--- config.mk ---
export PLATFORM = sky130hd
export DESIGN_NAME = psf_ctrl
export DESIGN_NICKNAME = d
export VERILOG_FILES = /design/src/hw/rtl/psf_pkg.sv /design/src/hw/rtl/psf_ctrl.sv
export SDC_FILE = /design/constraint.sdc
export NUM_CORES = 1
export LEC_CHECK = 0
export ABC_AREA = 1
export BUFFER_PORTS_ARGS = -buffer_cell sky130_fd_sc_hd__buf_4
export CAP_MARGIN = 10
export CORE_ASPECT_RATIO = 0.9
export CORE_UTILIZATION = 40
export CTS_BUF_LIST = sky130_fd_sc_hd__clkbuf_4 sky130_fd_sc_hd__clkbuf_8 sky130_fd_sc_hd__clkbuf_16
export CTS_CLUSTER_DIAMETER = 40
export DETAILED_ROUTE_END_ITERATION = 6
export PLACE_DENSITY = 0.6
export SETUP_SLACK_MARGIN = 0.5
export SLEW_MARGIN = 20
export SYNTH_ARGS = -nofsm -noshare
export SYNTH_HDL_FRONTEND = slang
export SYNTH_SLANG_ARGS = --single-unit
--- constraint.sdc ---
create_clock -name clk -period 1.9 [get_ports clk]
set_input_delay 0.57 -clock clk [delete_from_list [all_inputs] [get_ports clk]]
set_output_delay 0.57 -clock clk [all_outputs]
set_load 0.02 [all_outputs]
--- src/hw/rtl/psf_pkg.sv ---
// ----------------------------------------------------------------------------
// psf_pkg
// Shared types and constants of the perspective starfield step block.
// ----------------------------------------------------------------------------
package psf_pkg;

	localparam int COORD_W = 20;
	localparam int DEPTH_W = 17;
	localparam int PIX_W   = 12;
	localparam int COL_W   = 2;
	localparam int DIV_W   = 29;
	localparam int DVR_W   = 16;
	localparam int RAND_W  = 15;
	localparam int SPD_W   = 11;

	localparam logic signed [DEPTH_W-1:0] SPAWN_DEPTH = 17'sd45512;
	localparam logic signed [DEPTH_W-1:0] DEAD_DEPTH  = -17'sd1;
	localparam logic [15:0] FAR_DEPTH = 16'd45000;
	localparam logic [31:0] LCG_MUL   = 32'h0003_43fd;
	localparam logic [31:0] LCG_INC   = 32'h0026_9ec3;
	localparam logic [5:0]  COLOR_MASK = 6'd63;

	localparam logic [COL_W-1:0] COL_WHITE = 2'd0;
	localparam logic [COL_W-1:0] COL_CYAN  = 2'd1;
	localparam logic [COL_W-1:0] COL_RED   = 2'd2;

	localparam logic PIX_ERASE = 1'b0;
	localparam logic PIX_DRAW  = 1'b1;

	localparam logic [2:0] CFG_LEFT   = 3'd0;
	localparam logic [2:0] CFG_RIGHT  = 3'd1;
	localparam logic [2:0] CFG_BOTTOM = 3'd2;
	localparam logic [2:0] CFG_TOP    = 3'd3;
	localparam logic [2:0] CFG_SPEED  = 3'd4;
	localparam logic [2:0] CFG_SEED   = 3'd5;

	// Datapath operations issued by the controller.
	localparam logic [4:0] OP_NONE      = 5'd0;
	localparam logic [4:0] OP_CLR       = 5'd1;
	localparam logic [4:0] OP_TAKE      = 5'd2;
	localparam logic [4:0] OP_LOAD      = 5'd3;
	localparam logic [4:0] OP_SUB       = 5'd4;
	localparam logic [4:0] OP_DIV_START = 5'd5;
	localparam logic [4:0] OP_DIV_STORE = 5'd6;
	localparam logic [4:0] OP_BND       = 5'd7;
	localparam logic [4:0] OP_SP_RAND   = 5'd8;
	localparam logic [4:0] OP_SP_SIZE   = 5'd9;
	localparam logic [4:0] OP_SP_MUL    = 5'd10;
	localparam logic [4:0] OP_SP_COORD  = 5'd11;
	localparam logic [4:0] OP_COL_RAND  = 5'd12;
	localparam logic [4:0] OP_COL_WHITE = 5'd13;
	localparam logic [4:0] OP_COL_PICK  = 5'd14;
	localparam logic [4:0] OP_WB        = 5'd15;
	localparam logic [4:0] OP_EMIT_E    = 5'd16;
	localparam logic [4:0] OP_EMIT_D    = 5'd17;

	typedef struct packed {
		logic signed [COORD_W-1:0] x;
		logic signed [COORD_W-1:0] y;
		logic signed [DEPTH_W-1:0] depth;
		logic [COL_W-1:0]          color;
		logic [PIX_W-1:0]          ox;
		logic [PIX_W-1:0]          oy;
		logic                      ov;
	} star_rec_t;

	typedef struct packed {
		logic [4:0] op;
		logic       sel;
	} cmd_t;

	typedef struct packed {
		logic clr_done;
		logic in_range;
		logic live;
		logic alive;
		logic div_done;
		logic spawn;
		logic col_white;
		logic erase;
		logic draw;
		logic out_free;
	} stat_t;

endpackage

--- src/hw/rtl/psf_ctrl.sv ---
// ----------------------------------------------------------------------------
// psf_ctrl
// Sequencer that steps the datapath through one slot update.
// ----------------------------------------------------------------------------
module psf_ctrl (
	input  logic           clk,
	input  logic           arst_n,
	input  logic           in_valid,
	output logic           in_ready,
	input  psf_pkg::stat_t stat,
	output psf_pkg::cmd_t  cmd
);
	import psf_pkg::*;

	localparam logic [4:0] S_CLR   = 5'd0;
	localparam logic [4:0] S_IDLE  = 5'd1;
	localparam logic [4:0] S_RD    = 5'd2;
	localparam logic [4:0] S_LOAD  = 5'd3;
	localparam logic [4:0] S_SUB   = 5'd4;
	localparam logic [4:0] S_ALIVE = 5'd5;
	localparam logic [4:0] S_DIVX  = 5'd6;
	localparam logic [4:0] S_WX    = 5'd7;
	localparam logic [4:0] S_DIVY  = 5'd8;
	localparam logic [4:0] S_WY    = 5'd9;
	localparam logic [4:0] S_BND   = 5'd10;
	localparam logic [4:0] S_SPCHK = 5'd11;
	localparam logic [4:0] S_SP1   = 5'd12;
	localparam logic [4:0] S_SP2   = 5'd13;
	localparam logic [4:0] S_SP3   = 5'd14;
	localparam logic [4:0] S_SP4   = 5'd15;
	localparam logic [4:0] S_COL1  = 5'd16;
	localparam logic [4:0] S_COL2  = 5'd17;
	localparam logic [4:0] S_WB    = 5'd18;
	localparam logic [4:0] S_EMITE = 5'd19;
	localparam logic [4:0] S_EMITD = 5'd20;

	logic [4:0] state_q, state_d;
	logic       sel_q, sel_d;

	assign in_ready = (state_q == S_IDLE);

	always_comb begin
		state_d = state_q;
		sel_d   = sel_q;
		cmd.op  = OP_NONE;
		cmd.sel = sel_q;
		unique case (state_q)
			S_CLR: begin
				if (stat.clr_done) state_d = S_IDLE;
				else cmd.op = OP_CLR;
			end
			S_IDLE: begin
				if (in_valid) begin
					cmd.op  = OP_TAKE;
					state_d = S_RD;
				end
			end
			S_RD: state_d = stat.in_range ? S_LOAD : S_IDLE;
			S_LOAD: begin
				cmd.op  = OP_LOAD;
				state_d = stat.live ? S_SUB : S_SPCHK;
			end
			S_SUB: begin
				cmd.op  = OP_SUB;
				state_d = S_ALIVE;
			end
			S_ALIVE: state_d = stat.alive ? S_DIVX : S_SPCHK;
			S_DIVX: begin
				cmd.op  = OP_DIV_START;
				cmd.sel = 1'b0;
				state_d = S_WX;
			end
			S_WX: begin
				if (stat.div_done) begin
					cmd.op  = OP_DIV_STORE;
					cmd.sel = 1'b0;
					state_d = S_DIVY;
				end
			end
			S_DIVY: begin
				cmd.op  = OP_DIV_START;
				cmd.sel = 1'b1;
				state_d = S_WY;
			end
			S_WY: begin
				if (stat.div_done) begin
					cmd.op  = OP_DIV_STORE;
					cmd.sel = 1'b1;
					state_d = S_BND;
				end
			end
			S_BND: begin
				cmd.op  = OP_BND;
				state_d = S_SPCHK;
			end
			S_SPCHK: begin
				sel_d   = 1'b0;
				state_d = stat.spawn ? S_SP1 : S_WB;
			end
			S_SP1: begin
				cmd.op  = OP_SP_RAND;
				state_d = S_SP2;
			end
			S_SP2: begin
				cmd.op  = OP_SP_SIZE;
				state_d = S_SP3;
			end
			S_SP3: begin
				cmd.op  = OP_SP_MUL;
				state_d = S_SP4;
			end
			S_SP4: begin
				cmd.op = OP_SP_COORD;
				if (sel_q) begin
					state_d = S_COL1;
				end else begin
					sel_d   = 1'b1;
					state_d = S_SP1;
				end
			end
			S_COL1: begin
				cmd.op  = OP_COL_RAND;
				state_d = S_COL2;
			end
			S_COL2: begin
				cmd.op  = stat.col_white ? OP_COL_WHITE : OP_COL_PICK;
				state_d = S_WB;
			end
			S_WB: begin
				cmd.op  = OP_WB;
				state_d = S_EMITE;
			end
			S_EMITE: begin
				if (!stat.erase) begin
					state_d = S_EMITD;
				end else if (stat.out_free) begin
					cmd.op  = OP_EMIT_E;
					state_d = S_EMITD;
				end
			end
			S_EMITD: begin
				if (!stat.draw) begin
					state_d = S_IDLE;
				end else if (stat.out_free) begin
					cmd.op  = OP_EMIT_D;
					state_d = S_IDLE;
				end
			end
			default: state_d = S_IDLE;
		endcase
	end

	always_ff @(posedge clk or negedge arst_n) begin
		if (!arst_n) begin
			state_q <= S_CLR;
			sel_q   <= 1'b0;
		end else begin
			state_q <= state_d;
			sel_q   <= sel_d;
		end
	end

endmodule

**Word level (Yosys, flattened, before mapping)**

Cells that the tools add are included.

- Register bits: 6
- Output and inout bits: 7
- Word-level logic and storage cells: 58

- Equality and inequality tests: 26
- Mux-type cells: 26
- Reductions and logical operators: 4

Operators by type and width:

| operator | number |
|---|---|
| case mux 5 bit (21 select lines) | 1 |
| case mux 5 bit (17 select lines) | 1 |
| two-way mux 5 bit | 14 |
| == test 5 x 4 -> 1 bit (second input constant) | 8 |
| == test 5 bit (second input constant) | 5 |
| == test 5 x 3 -> 1 bit (second input constant) | 4 |
| two-way mux 4 bit | 4 |
| == test 5 x 2 -> 1 bit (second input constant) | 2 |
| inequality test 2 bit (second input constant) | 4 |
| two-way mux 2 bit | 3 |
| inequality test 3 bit (second input constant) | 2 |
| AND reduction 6 bit | 1 |
| == test 5 x 1 -> 1 bit (second input constant) | 1 |
| logical NOT 5 bit | 1 |
| case mux 1 bit (4 select lines) | 1 |
| case mux 1 bit (2 select lines) | 1 |
| nonzero test 2 bit | 1 |
| OR reduction 2 bit | 1 |
| two-way mux 1 bit | 1 |

**Logic depth before layout (Yosys ltp)**

Gate-level depths: netlist of run 1.

- Depth after elaboration: 3
- Mapped depth: 11

**Worst setup path after synthesis of run 1**

Ideal clock, no wire load.

- Path type: register to output
- Start point: reg state_q[2]
- End point: out cmd[2] (netlist name)
- Data arrival time: 1.438 ns
- Slack: -0.108 ns
- Stages on the path, launching flop included: 7
- Path buffers: 1
- Path through: dfrtp_1 buf_6 inv_1 nand2_2 nor3_1 nand2_1 nand4_1

RTL lines:

| element | RTL line | RTL |
|---|---|---|
| from (decl) | psf_ctrl.sv:37 | `logic [4:0] state_q, state_d;` |
| from (signal assigned) | psf_ctrl.sv:158 | `state_q <= state_d;` |
| to (decl) | psf_ctrl.sv:11 | `output psf_pkg::cmd_t cmd` |

==> impl_metrics.csv, run 1 <==
group,metric,value,unit
status,status,"finished with violations",
status,violations,"setup timing",
timing,period_minus_slack,2130,ps
grt,grt_antenna_before_repair,0,
timing,final-setup-viol-count,7,
final_layout,final_common_cell,"buf_4",
routing,via_per_inst,5.14,
critical_path,path_cells,"buf_12 > clkinvlp_4 > nor2_4 > nand2_2 > and3_1 > nand4_1 > buf_4",
final_layout,final_cell_mix,"44 x buf_4, 43 x nand2_1, 15 x nand3_1",
routing,drtIter0Drc,29,
routing,vias,1187,
floorplanning,start_util,0.432,
logic_synthesis,syn-num-nets,165,
clock_tree,cts-buffers-inserted,3,
final_layout,fin_nets,221,
critical_path,cp-end-kind,"output pin",
final_layout,syn2layout_area_growth,77.7,%
place,port_buffers,19,
timing,fin_skew,0.884,ps
grt,use_met1,0.350,
timing,max_freq,470,MHz
clock_tree,clock_path_buffers,2,
logic_synthesis,ys_types,20,
logic_synthesis,synth.avg_cell_area,5.50,um2
timing,slew_headroom,0.845,
floorplanning,dieWidth,50.2,um
floorplanning,rows,15,
clock_tree,htree_levels,1,
timing,maxSlewViolCount,0,
logic_synthesis,ys_ff_latch,6,
timing,rsz0062_at_grt,"yes",
flow_run,drv_cap,0,
grt,grt_usage,0.287,
final_layout,diodes,0,
grt,grt_max_degree,9,
floorplanning,die_h,45.4,um
timing,worstMarginPinSlew,233,ps
routing,firstDrtPassIters,4,
logic_synthesis,netlist_area,836,um2
grt,gr-usage-met3,0.0539,
timing,hold_viol,0,
critical_path,critical_path_required,1330,ps
routing,drt-total-wl,3090,um
pwr,power.density,1530,nW/um2
routing,wire_per_inst,13.4,um
timing,finalSetupTns,-1200,ps
clock_tree,clkLatencyLatePin,230,ps
logic_synthesis,syn_inst,152,
pwr,p_leak,0.803,nW
critical_path,slowest_stage,"dfrtp_1",
clock_tree,clock-root-buffer,"clkbuf_4",
clock_tree,postCtsHoldBufs,0,
final_layout,fin_cells,231,
routing,drc,0,
grt,top_usage_layer,"met2",
grt,grt_pass1_wl,4850,um
clock_tree,clk_pin_slew,40,ps
routing,ant_nets,0,
timing,fin_crit_sh,1.12,
critical_path,slowest_delay,380,ps
grt,grt_overflow_total,0,
final_layout,drive_gt1_frac,0.539,
critical_path,crit_arrival,1560,ps
logic_synthesis,yosys_warnings,0,
clock_tree,cts_tree,"built",
place,routabilityCongestion,0.950,
pwr,peakVddDrop,1.26,mV
timing,setup_slack,-227,ps
floorplanning,core_area,1930,um2
clock_tree,cts.sinks,6,
place,place_hpwl,2330,um
logic_synthesis,seq_area_frac_synth,0.180,
critical_path,crit_type,"flop to output pin",
floorplanning,die_area,2280,um2
critical_path,worst_setup_path_start_kind,"flop",
grt,first_global_vias,1085,
floorplanning,ios,20,
place,dp_cells,213,
grt,met2_usage,0.501,
critical_path,critical_path.max_fanout,8,
hold_path,holdCritPathClass,"input pin to asynchronous set/reset pin",
place,post-place-ws,-10.9,ps
## metrics by stage
step / area (um2) / hold slack (ps) / util / power (W)
after floorplan: 916 / 274 / - / 0.00127
after global placement: 1220 / 377 / 0.632 / 0.00187
after detailed placement: 1220 / 378 / 0.632 / 0.00188
after CTS: 1340 / 128 / 0.694 / 0.00209
after global routing: 1490 / 126 / 0.768 / 0.00246
final: 1490 / 133 / 0.768 / 0.00228
## synth_stat cells (all sizes together)
cell type | n | share of area
nor4 | 1 | 0.0075
o21ai | 7 | 0.042
a21oi | 2 | 0.012
inv | 17 | 0.076
nor2 | 29 | 0.16
nand2 | 56 | 0.27
and3 | 1 | 0.0075
nor3 | 5 | 0.030
buf | 2 | 0.027
nand3 | 20 | 0.13
nand4 | 5 | 0.045
nand3b | 1 | 0.0090
dfrtp | 6 | 0.18
## where the power goes
group | switching (W) | total (W) | internal (W) | leakage [nW]
Sequential | 0.0000912 | 0.000284 | 0.000193 | 0.0728
Combinational | 0.00107 | 0.00189 | 0.000818 | 0.717
Clock | 0.0000379 | 0.000109 | 0.0000709 | 0.0138
## registers in the layout, summed over array words and instances, names as in the netlist
register,flops
state_q,5
sel_q,1
## worst paths after layout
path / startpoint / slack, ps / endpoint / cells past startpoint
max reg2reg: state_q[4] / 220 / state_q[3] / 11
max in group asynchronous: arst_n / 1640 / state_q[1] / 1
min: arst_n / 130 / state_q[4] / 1
min reg2reg: state_q[0] / 550 / state_q[0] / 2
max: state_q[4] / -230 / cmd[1] / 7
min in group clk: state_q[0] / 550 / state_q[0] / 2
## critical path: cells and delay by family, from the launching register on
family	cells	cell delay (ps)
buffers and inverters	3	430
DFF	1	380
and+or+nand+nor	4	500
## timing repair
| action | in CTS | in global routing |
|---|---|---|
| setup buffers | 6 | 9 |
| setup endpoints to repair | 12 | 12 |
| pin swaps | 6 | 15 |
| gates resized for setup | 16 | 20 |
## routing by layer
metal | part of all wire | vias up
met4 | 0.0023 | 0
met1 | 0.43 | 536
met3 | 0.057 | 2
met2 | 0.51 | 43
met5 | 0 | -
li1 | - | 606
## cell type report
| type | instances | area [um2] |
|---|---|---|
| fill | 144 | 448 |
| clock buffer | 3 | 22.5 |
| sequential | 6 | 154 |
| inverter | 17 | 72.6 |
| timing repair buffer | 53 | 440 |
| tap | 25 | 31.3 |
| multi-input combinational | 127 | 764 |
## cells by family (layout without fill, tap and decap cells)
kind of cell | Yosys count | in the layout | share of synthesized area
DFF | 6 | 6 | 0.180
and+or+nand+nor | 118 | 118 | 0.663
AOI/OAI and AO/OA | 9 | 9 | 0.0539
buffers and inverters | 19 | 73 | 0.103
(Power assumes the default switching activity.)
==> inputs of run 2 (changes only) <==
Settings changed: ABC_AREA 1 to unset, PLACE_DENSITY 0.6 to 0.61.
==> run 2 against run 1 <==
Net effect: the flow still finishes with violations (setup timing); non-clock buffer count rose by 4; die area shrank 0.43%; register-to-register slack got worse by 300 ps; wire length decreased by 0.78%; power rose by 20%; combinational power grew 22%; maximum frequency is 1.9% lower; clock skew is 1.3 ps higher; sequential power about the same; critical endpoint unchanged; largest power group unchanged.
==> impl_metrics.csv, run 2 <==
group,metric,value,unit
clock_tree,cts-buffers-inserted,3,
pwr,peakVddDrop,1.21,mV
final_layout,syn2layout_area_growth,80.5,%
routing,ant_nets,0,
floorplanning,dieWidth,50.1,um
logic_synthesis,netlist_area,832,um2
timing,fin_crit_sh,1.14,
grt,grt_overflow_total,0,
routing,firstDrtPassIters,4,
critical_path,critical_path_required,1330,ps
floorplanning,start_util,0.430,
routing,drt-total-wl,3060,um
timing,worstMarginPinSlew,339,ps
final_layout,final_cell_mix,"44 x buf_4, 11 x a21oi_1, 10 x nand2_1",
critical_path,r2r-start,"state_q[2]",
timing,fin_skew,2.22,ps
timing,final-setup-viol-count,10,
logic_synthesis,seq_area_frac_synth,0.180,
final_layout,regMostFlops,"state_q",
logic_synthesis,ys_types,40,
floorplanning,die_h,45.3,um
clock_tree,clock-root-buffer,"clkbuf_4",
critical_path,r2r_end,"state_q[1]",
critical_path,crit_type,"flop to output pin",
logic_synthesis,synth_edf_count,0,
timing,max_freq,461,MHz
critical_path,cp-end-kind,"output pin",
critical_path,r2r_cells,8,
final_layout,diodes,0,
grt,first_global_vias,994,
timing,period_minus_slack,2170,ps
floorplanning,ios,20,
grt,grt_usage,0.281,
final_layout,finalInstanceArea,1500,um2
grt,grt_antenna_before_repair,0,
logic_synthesis,synth_most_common_cell,"nand2_1",
final_layout,fillers,129,
clock_tree,clock_path_buffers,2,
routing,drtIter0Drc,21,
critical_path,crit_start,"state_q[1]",
status,status,"finished with violations",
final_layout,final_common_cell,"buf_4",
logic_synthesis,synthArstFlopShare,1.00,
critical_path,worst-r2r-setup-slack,-80,ps
timing,maxSlewViolCount,0,
clock_tree,clk_pin_slew,50,ps
final_layout,top_regs,"state_q: 5 flops, sel_q: 1 flops",
logic_synthesis,synth_common_cells,"13 x nand2_1, 12 x a21oi_1, 8 x o21ai_0",
critical_path,crit_arrival,1600,ps
floorplanning,core_area,1930,um2
logic_synthesis,yosysTopAreaCellShare,0.180,
place,port_buffers,19,
place,place_hpwl,2110,um
pwr,power.density,1820,nW/um2
final_layout,fin_nets,177,
status,violations,"setup timing",
logic_synthesis,post-synth-top-area-cell,"dfrtp_1",
timing,setup_slack,-269,ps
pwr,p_leak,0.672,nW
critical_path,critical_path.max_fanout,5,
logic_synthesis,syn_inst,112,
timing,slew_headroom,0.772,
routing,via_per_inst,5.67,
clock_tree,cts_tree,"built",
routing,wire_per_inst,16.3,um
clock_tree,cts.sinks,6,
final_layout,drive_gt1_frac,0.595,
clock_tree,clkLatencyLatePin,250,ps
logic_synthesis,synth.avg_cell_area,7.43,um2
logic_synthesis,yosys_warnings,0,
timing,rsz0062_at_grt,"yes",
floorplanning,die_area,2270,um2
critical_path,critPathCapture,"cmd[1]",
critical_path,worst_setup_path_start_kind,"flop",
logic_synthesis,synthTopCellsByArea,"dfrtp_1 18%, a21oi_1 7.2%, nand2_1 5.9%",
grt,grt_max_degree,14,
routing,drc,0,
place,placed_area,1270,um2
clock_tree,postCtsHoldBufs,0,
place,routabilityCongestion,0.858,
timing,finalSetupTns,-1700,ps
logic_synthesis,yosys_most_used_dff,"dfrtp_1",
timing,hold_viol,0,
floorplanning,rows,15,
logic_synthesis,syn-num-nets,125,
hold_path,holdCritPathClass,"input pin to asynchronous set/reset pin",
clock_tree,htree_levels,1,
grt,grt_pass1_wl,4630,um
final_layout,largest_reg_flops,5,
routing,vias,1066,
flow_run,drv_cap,0,
logic_synthesis,ys_ff_latch,6,
-- run 2: cell types whose count changed in the layout (fill, tap and decap cells not counted), sizes merged, moves of 3 or more --
cell / before / now
a21oi: 2 / 13
clkbuf: 3 / 6
inv: 16 / 5
mux2: 0 / 4
nand2: 56 / 13
nand2b: 0 / 4
nand3: 20 / 1
nand4: 5 / 1
nor2: 29 / 6
nor2b: 0 / 4
nor3b: 0 / 3
o211ai: 0 / 3
-- run 2: critical path, cell delays in order, from the launching register on --
cell and delay (ps):
dfrtp_2 450, buf_12 150, nor2b_1 150, mux2_2 280, nand2_1 70, o211ai_1 80
buf_4 160
-- run 2: kinds of logic (layout without fill, tap and decap cells) --
family / Yosys count / in the layout / share of synthesized area
simple gates: 46 / 46 / 0.308
compound gates: 40 / 40 / 0.346
buf+inv: 15 / 66 / 0.0917
flops: 6 / 6 / 0.180
mux: 4 / 4 / 0.0632
xor+xnor: 1 / 1 / 0.0105
-- run 2: report_power, final --
group | internal, W | total (W) | switching (W) | leakage [nW]
Clock | 0.0000940 | 0.000143 | 0.0000489 | 0.0184
Sequential | 0.000194 | 0.000286 | 0.0000921 | 0.0727
Combinational | 0.00119 | 0.00230 | 0.00111 | 0.581
-- run 2: metal layers --
metal  GRT usage  routed length (um)
met3      0.0640                 114
met4      0.0686                  21
met5           0                   0
met1       0.354                1300
met2       0.488                1630
-- run 2: worst min-delay path by stage --
stage / to / startpoint / cells past startpoint
final: state_q[3] / arst_n / 1
after floorplan: sel_q / arst_n / 0
after global routing: state_q[3] / arst_n / 1
after detailed placement: state_q[3] / arst_n / 1
after CTS: state_q[3] / arst_n / 1
after global placement: state_q[3] / arst_n / 1
-- run 2: layout make-up --
type	count	area, um2	area share
clock buffers	4	30.0	0.0200
inverters	5	18.8	0.0125
multi-input cells	91	768	0.512
flip-flops and latches	6	154	0.103
well taps	25	31.3	0.0208
repair buffers	57	499	0.333
-- run 2: repair_timing --
item,4_1_cts,5_1_grt
gates resized for setup,12,16
buffers inserted,4,6
setup endpoints to repair,13,13
cloned,0,1
pin swaps,7,7
-- run 2: per-stage QoR --
stage / setup WS [ps] / instances / util / total power [W] / hold slack [ps]
after floorplan: -115 / 112 / - / 0.00159 / 274
after global placement: -160 / 173 / 0.656 / 0.00214 / 376
after detailed placement: -159 / 173 / 0.656 / 0.00217 / 382
after CTS: -259 / 181 / 0.710 / 0.00246 / 111
after global routing: -342 / 188 / 0.777 / 0.00292 / 106
final: -269 / 188 / 0.777 / 0.00273 / 117
